--- src/rtl/bclpd_pkg.sv ---
// ----------------------------------------------------------------------------
// bclpd_pkg: button click / long press detector package
// Shared types, codes and sizes for the detector and its cell chain.
// ----------------------------------------------------------------------------
package bclpd_pkg;

  localparam int NUM_BUTTONS = 4;
  localparam int TIMER_BITS  = 16;
  localparam int CFG_BITS    = 16;
  localparam int MAX_RES     = 4;
  localparam int CMP_W       = (TIMER_BITS > CFG_BITS) ? TIMER_BITS : CFG_BITS;
  localparam int RES_IDX_W   = $clog2(MAX_RES);
  localparam int RES_CNT_W   = $clog2(MAX_RES + 1);

  localparam logic [1:0] OP_TICK    = 2'd0;
  localparam logic [1:0] OP_PRESS   = 2'd1;
  localparam logic [1:0] OP_RELEASE = 2'd2;

  localparam logic [1:0] EV_NONE    = 2'd0;
  localparam logic [1:0] EV_LONG    = 2'd1;
  localparam logic [1:0] EV_CLICKS  = 2'd2;

  localparam logic [3:0] TALLY_MAX  = 4'd15;

  localparam logic REG_LONG_PRESS  = 1'b0;
  localparam logic REG_RELEASE_GAP = 1'b1;

  localparam logic [CFG_BITS-1:0] LONG_PRESS_RST  = 16'd500;
  localparam logic [CFG_BITS-1:0] RELEASE_GAP_RST = 16'd25;

  typedef enum logic [3:0] {
    MODE_IDLE      = 4'b0001,
    MODE_HELD      = 4'b0010,
    MODE_RELEASED  = 4'b0100,
    MODE_LONG_DONE = 4'b1000
  } mode_t;

  typedef struct packed {
    logic [1:0] opcode;
    logic       key_valid;
    logic [4:0] key_number;
  } item_t;

  typedef struct packed {
    logic [4:0] button_number;
    logic [1:0] event_res;
    logic [3:0] click_count;
    logic       busy_res;
    logic       last;
  } result_t;

  typedef struct packed {
    logic [CFG_BITS-1:0] long_press_ticks;
    logic [CFG_BITS-1:0] release_gap_ticks;
  } cfg_t;

  // item walking down the chain; btn is the one-based number of the next cell
  typedef struct packed {
    logic       act;
    logic [1:0] opcode;
    logic       key_valid;
    logic [4:0] key_number;
    logic [4:0] btn;
  } token_t;

  typedef struct packed {
    logic       fire;
    logic [4:0] btn;
    logic [1:0] ev;
    logic [3:0] cnt;
  } event_t;

endpackage

--- src/rtl/bclpd_cell.sv ---
// ----------------------------------------------------------------------------
// bclpd_cell: one button cell
// Holds mode, click tally and tick counter of one button; applies the word
// passing through and hands it on to the next cell.
// ----------------------------------------------------------------------------
module bclpd_cell (
  input  logic              clk,
  input  logic              rst,
  input  bclpd_pkg::cfg_t   cfg,
  input  bclpd_pkg::token_t token_in,
  output bclpd_pkg::token_t token_out,
  output bclpd_pkg::event_t evt,
  output logic              tally_nz
);
  import bclpd_pkg::*;

  mode_t                 mode, mode_next;
  logic [3:0]            tally, tally_next;
  logic [TIMER_BITS-1:0] elapsed, elapsed_next;
  logic [TIMER_BITS-1:0] inc;
  logic                  hit;

  assign tally_nz = (tally != 4'd0);
  assign hit = token_in.key_valid && (token_in.key_number == token_in.btn);
  assign inc = (elapsed != {TIMER_BITS{1'b1}}) ? elapsed + TIMER_BITS'(1) : elapsed;

  always_comb begin
    mode_next    = mode;
    tally_next   = tally;
    elapsed_next = elapsed;
    evt          = '0;
    evt.btn      = token_in.btn;
    if (token_in.act) begin
      case (token_in.opcode)
        OP_TICK: begin
          elapsed_next = inc;
          if (mode == MODE_HELD &&
              CMP_W'(inc) > CMP_W'(cfg.long_press_ticks)) begin
            mode_next  = MODE_LONG_DONE;
            tally_next = 4'd0;
            evt.fire   = 1'b1;
            evt.ev     = EV_LONG;
          end else if (mode == MODE_RELEASED &&
                       CMP_W'(inc) > CMP_W'(cfg.release_gap_ticks)) begin
            mode_next  = MODE_IDLE;
            tally_next = 4'd0;
            evt.fire   = 1'b1;
            evt.ev     = EV_CLICKS;
            evt.cnt    = tally;
          end
        end
        OP_PRESS: begin
          if (hit) begin
            mode_next    = MODE_HELD;
            elapsed_next = '0;
            if (tally != TALLY_MAX) tally_next = tally + 4'd1;
          end
        end
        OP_RELEASE: begin
          if (hit) begin
            mode_next    = MODE_RELEASED;
            elapsed_next = '0;
          end
        end
        default: ;
      endcase
    end
  end

  always_ff @(posedge clk) begin
    if (rst) begin
      mode          <= MODE_IDLE;
      tally         <= 4'd0;
      elapsed       <= '0;
      token_out.act <= 1'b0;
    end else begin
      mode          <= mode_next;
      tally         <= tally_next;
      elapsed       <= elapsed_next;
      token_out.act <= token_in.act;
    end
  end

  always_ff @(posedge clk) begin
    token_out.opcode     <= token_in.opcode;
    token_out.key_valid  <= token_in.key_valid;
    token_out.key_number <= token_in.key_number;
    token_out.btn        <= token_in.btn + 5'd1;
  end

endmodule

--- src/rtl/bclpd_chain.sv ---
// ----------------------------------------------------------------------------
// bclpd_chain: row of button cells
// The word steps one cell per cycle; at most one cell is active at a time,
// so the cell events merge by OR.
// ----------------------------------------------------------------------------
module bclpd_chain (
  input  logic              clk,
  input  logic              rst,
  input  bclpd_pkg::cfg_t   cfg,
  input  bclpd_pkg::token_t launch,
  output bclpd_pkg::event_t evt,
  output logic              done,
  output logic              tally_any
);
  import bclpd_pkg::*;

  token_t                 tok [NUM_BUTTONS+1];
  event_t                 cell_evt [NUM_BUTTONS];
  logic [NUM_BUTTONS-1:0] nz;

  assign tok[0] = launch;

  for (genvar i = 0; i < NUM_BUTTONS; i++) begin : g_cell
    bclpd_cell u_cell (
      .clk       (clk),
      .rst       (rst),
      .cfg       (cfg),
      .token_in  (tok[i]),
      .token_out (tok[i+1]),
      .evt       (cell_evt[i]),
      .tally_nz  (nz[i])
    );
  end

  always_comb begin
    evt = '0;
    for (int i = 0; i < NUM_BUTTONS; i++) begin
      if (tok[i].act) evt = evt | cell_evt[i];
    end
  end

  assign done      = tok[NUM_BUTTONS].act;
  assign tally_any = |nz;

endmodule

--- src/rtl/button_click_long_press_detector.sv ---
// ----------------------------------------------------------------------------
// Flow: an accepted item is registered as the launch word and walks the cell
//   chain one button per cycle; a new item is taken only after every buffered
//   result of the last one (up to four) has been drained, one per cycle while
//   result_stall is low.
// Reset: synchronous, active high; all buttons idle, tallies and counters
//   zero, thresholds 500 and 25.
// ----------------------------------------------------------------------------
// button_click_long_press_detector: multi-click and long-press detector
// Accepts ticks and key events, walks them over the button cells and
// delivers the resulting event words with the busy flag.
// ----------------------------------------------------------------------------
module button_click_long_press_detector (
  input  logic               clk,
  input  logic               rst,
  input  logic               item_valid,
  output logic               item_stall,
  input  bclpd_pkg::item_t   item,
  output logic               result_valid,
  input  logic               result_stall,
  output bclpd_pkg::result_t result,
  input  logic               psel,
  input  logic               penable,
  input  logic               pwrite,
  input  logic [2:0]         paddr,
  input  logic [31:0]        pwdata,
  output logic [31:0]        prdata,
  output logic               pready
);
  import bclpd_pkg::*;

  typedef enum logic [2:0] {
    S_IDLE = 3'b001,
    S_RUN  = 3'b010,
    S_OUT  = 3'b100
  } state_t;

  state_t                 state;
  cfg_t                   cfg;
  token_t                 launch;
  event_t                 evt;
  event_t                 res [MAX_RES];
  logic [RES_CNT_W-1:0]   cnt;
  logic [RES_IDX_W-1:0]   rd;
  logic                   key_held;
  logic                   busy;
  logic                   done;
  logic                   tally_any;
  logic                   item_acc;
  logic                   res_acc;
  logic                   is_last;
  logic                   cfg_wr;

  assign pready   = 1'b1;
  assign cfg_wr   = psel && penable && pwrite;
  assign prdata   = (paddr[2] == REG_RELEASE_GAP) ? 32'(cfg.release_gap_ticks)
                                                  : 32'(cfg.long_press_ticks);

  assign item_stall   = (state != S_IDLE);
  assign item_acc     = item_valid && !item_stall;
  assign result_valid = (state == S_OUT);
  assign res_acc      = result_valid && !result_stall;
  assign is_last      = (RES_CNT_W'(rd) + RES_CNT_W'(1)) == cnt;

  assign result.button_number = res[rd].btn;
  assign result.event_res     = res[rd].ev;
  assign result.click_count   = res[rd].cnt;
  assign result.busy_res      = busy;
  assign result.last          = is_last;

  bclpd_chain u_chain (
    .clk       (clk),
    .rst       (rst),
    .cfg       (cfg),
    .launch    (launch),
    .evt       (evt),
    .done      (done),
    .tally_any (tally_any)
  );

  always_ff @(posedge clk) begin
    if (rst) begin
      cfg.long_press_ticks  <= LONG_PRESS_RST;
      cfg.release_gap_ticks <= RELEASE_GAP_RST;
    end else if (cfg_wr) begin
      if (paddr[2] == REG_LONG_PRESS) cfg.long_press_ticks <= pwdata[CFG_BITS-1:0];
      else cfg.release_gap_ticks <= pwdata[CFG_BITS-1:0];
    end
  end

  always_ff @(posedge clk) begin
    if (rst) begin
      state      <= S_IDLE;
      launch.act <= 1'b0;
      key_held   <= 1'b0;
      cnt        <= '0;
      rd         <= '0;
    end else begin
      launch.act <= item_acc;
      case (state)
        S_IDLE: begin
          if (item_acc) begin
            state <= S_RUN;
            cnt   <= '0;
            rd    <= '0;
            if (item.opcode == OP_PRESS) key_held <= 1'b1;
            else if (item.opcode == OP_RELEASE) key_held <= 1'b0;
          end
        end
        S_RUN: begin
          if (evt.fire && cnt < RES_CNT_W'(MAX_RES)) cnt <= cnt + RES_CNT_W'(1);
          if (done) begin
            state <= S_OUT;
            if (cnt == '0) cnt <= RES_CNT_W'(1);
          end
        end
        S_OUT: begin
          if (res_acc) begin
            if (is_last) state <= S_IDLE;
            else rd <= rd + RES_IDX_W'(1);
          end
        end
        default: state <= S_IDLE;
      endcase
    end
  end

  always_ff @(posedge clk) begin
    launch.opcode     <= item.opcode;
    launch.key_valid  <= item.key_valid;
    launch.key_number <= item.key_number;
    launch.btn        <= 5'd1;
    if (state == S_RUN) begin
      if (evt.fire && cnt < RES_CNT_W'(MAX_RES)) res[cnt[RES_IDX_W-1:0]] <= evt;
      if (done) begin
        busy <= key_held | tally_any;
        if (cnt == '0) res[0] <= '0;
      end
    end
  end

endmodule
--- config.mk ---
export PLATFORM = sky130hd
export DESIGN_NAME = button_click_long_press_detector
export DESIGN_NICKNAME = d
export VERILOG_FILES = /design/src/rtl/bclpd_pkg.sv /design/src/rtl/bclpd_cell.sv /design/src/rtl/bclpd_chain.sv /design/src/rtl/button_click_long_press_detector.sv
export SDC_FILE = /design/constraint.sdc
export NUM_CORES = 1
export LEC_CHECK = 0
export BUFFER_PORTS_ARGS = -buffer_cell sky130_fd_sc_hd__buf_2
export CAP_MARGIN = 20
export CORE_ASPECT_RATIO = 0.5
export CORE_MARGIN = 10
export CORE_UTILIZATION = 46
export CTS_CLUSTER_DIAMETER = 150
export DETAILED_ROUTE_END_ITERATION = 8
export GPL_ROUTABILITY_DRIVEN = 0
export SETUP_SLACK_MARGIN = 0.02
export SYNTH_ARGS = -nofsm -noshare
export SYNTH_HDL_FRONTEND = slang
export SYNTH_SLANG_ARGS = --single-unit
export TNS_END_PERCENT = 1
--- constraint.sdc ---
create_clock -name clk -period 9.8 [get_ports clk]
set_input_delay 0.49 -clock clk [delete_from_list [all_inputs] [get_ports clk]]
set_output_delay 0.49 -clock clk [all_outputs]
set_load 0.02 [all_outputs]
==> impl_results.md <==
* Worst hold stages at 1
* Total GRT Usage at 18.7%
* Slew Viols, Final at 0
* Clk_lat worst skew at 520 ps
* Site Rows at 43
* Largest stage delay, worst path at 750 ps
* Final period util at 56.7%
* Fraction of registers with async set/reset at 0%
* DIE WIDTH at 258 um
* Fmax at 0.180 GHz
* DP HPWL at around 27 mm
* Area grow syn2layout at 9.94%
* Top FF cell, synth: dfxtp_1
* Setup bufs post-CTS at 0
* Initial Utilization at 46.8%
* CTS resizes at 0
* Post-Syn Instances at 1493
* Setup violators final at 0
* Relative slew slack at a little under two fifths
* Leading area contributor after synthesis: dfxtp_1
* Final wirelength at roughly 35 mm
* Die height at 139 um
* Initial antenna violation count at 0
* EDFF count, synth at 28
* Capturing point of the worst reg2reg path: res[1][7]
* Hold_ws at 79.1 ps
* Worst Path Required at 9940 ps
* Fraction of layout cells with a size suffix above 1 at 9.20%
* Commonest non-fill, non-tap cells in the layout: dfxtp_1, ha_1, nor2_1
* Adder-cell share of the synthesized area at between 10% and 20%
* Pwr Total at 1950 uW
* Worst Setup End Kind: flop
* Synth Area in Compound Gates at 16.2%
* Yosys cell types at 74
* Worst-path clk slew at 70 ps
* Sinks on Clock Net at 213
* Final #Nets at 1738
* Pin count of the biggest net entering global routing at between 60 and 70
* XOR/XNOR Fraction of Synth Area at around 4.0%
* Total CTS buffers at 21
* Maxcap violations at 0
* #FFs+latches synth at 213
* Core Region at between 0.02 and 0.03 mm^2
* Final hold vios at 0
* Synth Warn # at 0
* First-pass GRT wire length at about 54 mm
* Placed insts at 1888
* Pre-antenna DRT Iters at 5
* DRC violations left at 0
* Vias in the first global route at 10110
* Share of the synthesized area in the top cell type at roughly 29%
* Critical path class: reg2reg
* Type of the worst min-delay path: in2reg
* Worst path cell trace: and4_1 > nand4_1 > nor3_1 > nand2b_1 > and3_1 > nand2b_1 > nor2_1 > xor2_1 > ha_1 > nand4_1 > nor4_1 > a21boi_1 > a2111o_1 > nand3_1 > and4_4 > nand2_1 > nand2_1 > nor3b_2
* CTS tree: done
* Placed Area at 0.0135 mm^2
* Commonest non-fill, non-tap cell in the layout: dfxtp_1
* Peak VDD IR at between 0.1 and 0.15 mV
* RSZ-0062 raised after global routing: false
* Status: finished, final reports clean
* Final min period at about 5600 ps
* Critical Path AT at between 5000 and 6000 ps
* Setup TNS at 0 ps
* Die area at approximately 0.036 mm^2
* Root buffer cell: clkbuf_16
* Critical path's slowest cell: nor3b_2
* Congestion Overflow GR at 0
* Largest family of logic cells by synthesized area: simple AND/OR/NAND/NOR gates
* Critical path launch point type: flop
* Simple-gate portion of the synthesized area at 21.3%
* Syn Std Cell Area at ~0.013 mm^2
* Io pins at 98
* DR vias at 11081
* PortBufs at 60
* CTS Hold Buffers Added at 0
* R2R depth at 18
* Sequential share of the synthesized area at 35.0%
* HP Start: item[4]
* Power density over cell area at 137 mW/mm^2
* CP Max Fanout at 9
* Routed Antenna Nets at 0
* R2R Setup Slk at between 4000 and 5000 ps
* DR iter-0 viols at between 900 and 1000
* Drt wl/cell at ~18 um
* Syn Area/Cell at 8.70 um^2
* Maximum root-to-sink buffer count at 3
* Via density at 5.75
* Non-Filler Instances at 1926
* CTS H-tree lvls at 1
* LEAKAGE at 0.00603 uW
* Mux cell area share after synthesis at 3.33%
* Post-route cell area at 0.0143 mm^2
* Max Clock Skew at 19.9 ps
* Synth area leaders: dfxtp_1, ha_1, edfxtp_1
* Reg2reg start: u_chain.g_cell[2].u_cell.elapsed[2]
* Ant. Diodes at 0
* WHS Endpoint: launch[9]
* Worst Max-Slew Pin Slew at 944 ps
synthesized netlist by cell type (all sizes together) (7+ instances only):
cell,instances
or3,7
mux4,9
nor4,12
nor3,29
and2,10
nand2b,19
inv,74
nand3b,9
a22o,9
mux2,8
nor2,157
buf,29
a21o,15
dfxtp,185
o211ai,9
nor2b,22
a211o,11
and4,9
clkbuf,40
and3,13
xnor2,38
edfxtp,28
nand4,48
o21ai,52
ha,158
a22oi,24
nor3b,8
a21oi,122
a31oi,18
nand2,142
xor2,21
a211oi,12
nand3,55
mux2i,14
where the power goes:
group | switching, uW | total, uW | internal, uW | leakage (uW)
registers | 16.8 | 919 | 902 | 0.00179
logic | 108 | 155 | 47.3 | 0.00387
clock network | 355 | 876 | 522 | 0.000362
total | 479 | 1950 | 1470 | 0.00603
through the flow:
step / util [%] / setup slack (ps)
after global routing: 51.5 / 3780
after CTS: 51.4 / 4240
after detailed placement: 48.8 / 4250
final: 51.5 / 4240
after global placement: 48.7 / 4330
after floorplan: - / 5140
critical path, delay by kind of cell (launching register included):
kind | cells | cell delay (ps)
AND/OR/NAND/NOR | 14 | 3690
AO/OA/AOI/OAI | 2 | 480
adder cells (fa/ha/maj) | 1 | 350
flip-flops | 1 | 470
XOR/XNOR | 1 | 190
cells by family (layout without fill, tap and decap cells):
kind of cell,Yosys count,count (layout)
compound gates,325,325
xor+xnor,59,59
fa+ha+maj,158,158
buf+inv,144,178
flops,213,213
mux,31,31
other cells,2,19
simple gates,561,561
how the worst max path moves through the flow:
stage,startpoint,end,slack (ps),cells past startpoint
floorplan,u_chain.g_cell[1].u_cell.elapsed[0],res[3][0],5140,17
global placement,u_chain.g_cell[2].u_cell.elapsed[2],res[1][6],4330,18
detailed placement,u_chain.g_cell[2].u_cell.elapsed[2],res[1][6],4250,18
CTS,u_chain.g_cell[2].u_cell.elapsed[2],res[3][8],4240,18
global route,u_chain.g_cell[1].u_cell.elapsed[0],res[1][8],3780,17
finish,u_chain.g_cell[2].u_cell.elapsed[2],res[1][7],4240,18
final cells by class:
class | instances | area, um^2
clock buffer | 24 | 567
clock inverter | 13 | 175
fill | 2615 | 13500
inverter | 75 | 282
multi-input combinational | 1153 | 7890
sequential | 213 | 4540
tap | 382 | 478
timing repair buffer | 66 | 348
state kept, by name (all words and copies together), names as in the netlist, named ones only:
| register | flops |
|---|---|
| u_chain.g_cell.u_cell.elapsed | 64 |
| res | 36 |
| cfg | 32 |
| u_chain.g_cell.u_cell.token_out | 28 |
| u_chain.g_cell.u_cell.mode | 16 |
| u_chain.g_cell.u_cell.tally | 16 |
| launch | 9 |
| cnt | 3 |
| state | 3 |
| rd | 2 |
| busy | 1 |
| key_held | 1 |
layer usage:
| metal | global-route usage [%] | wire [um] | vias to the layer above |
|---|---|---|---|
| met2 | 29.4 | 15700 | 303 |
| li1 | - | - | 5452 |
| met5 | 0 | 0 | - |
| met1 | 25.6 | 16800 | 5271 |
| met3 | 3.63 | 2180 | 55 |
| met4 | 4.99 | 809 | 0 |
Note: power is estimated with default switching activity, not from simulation.
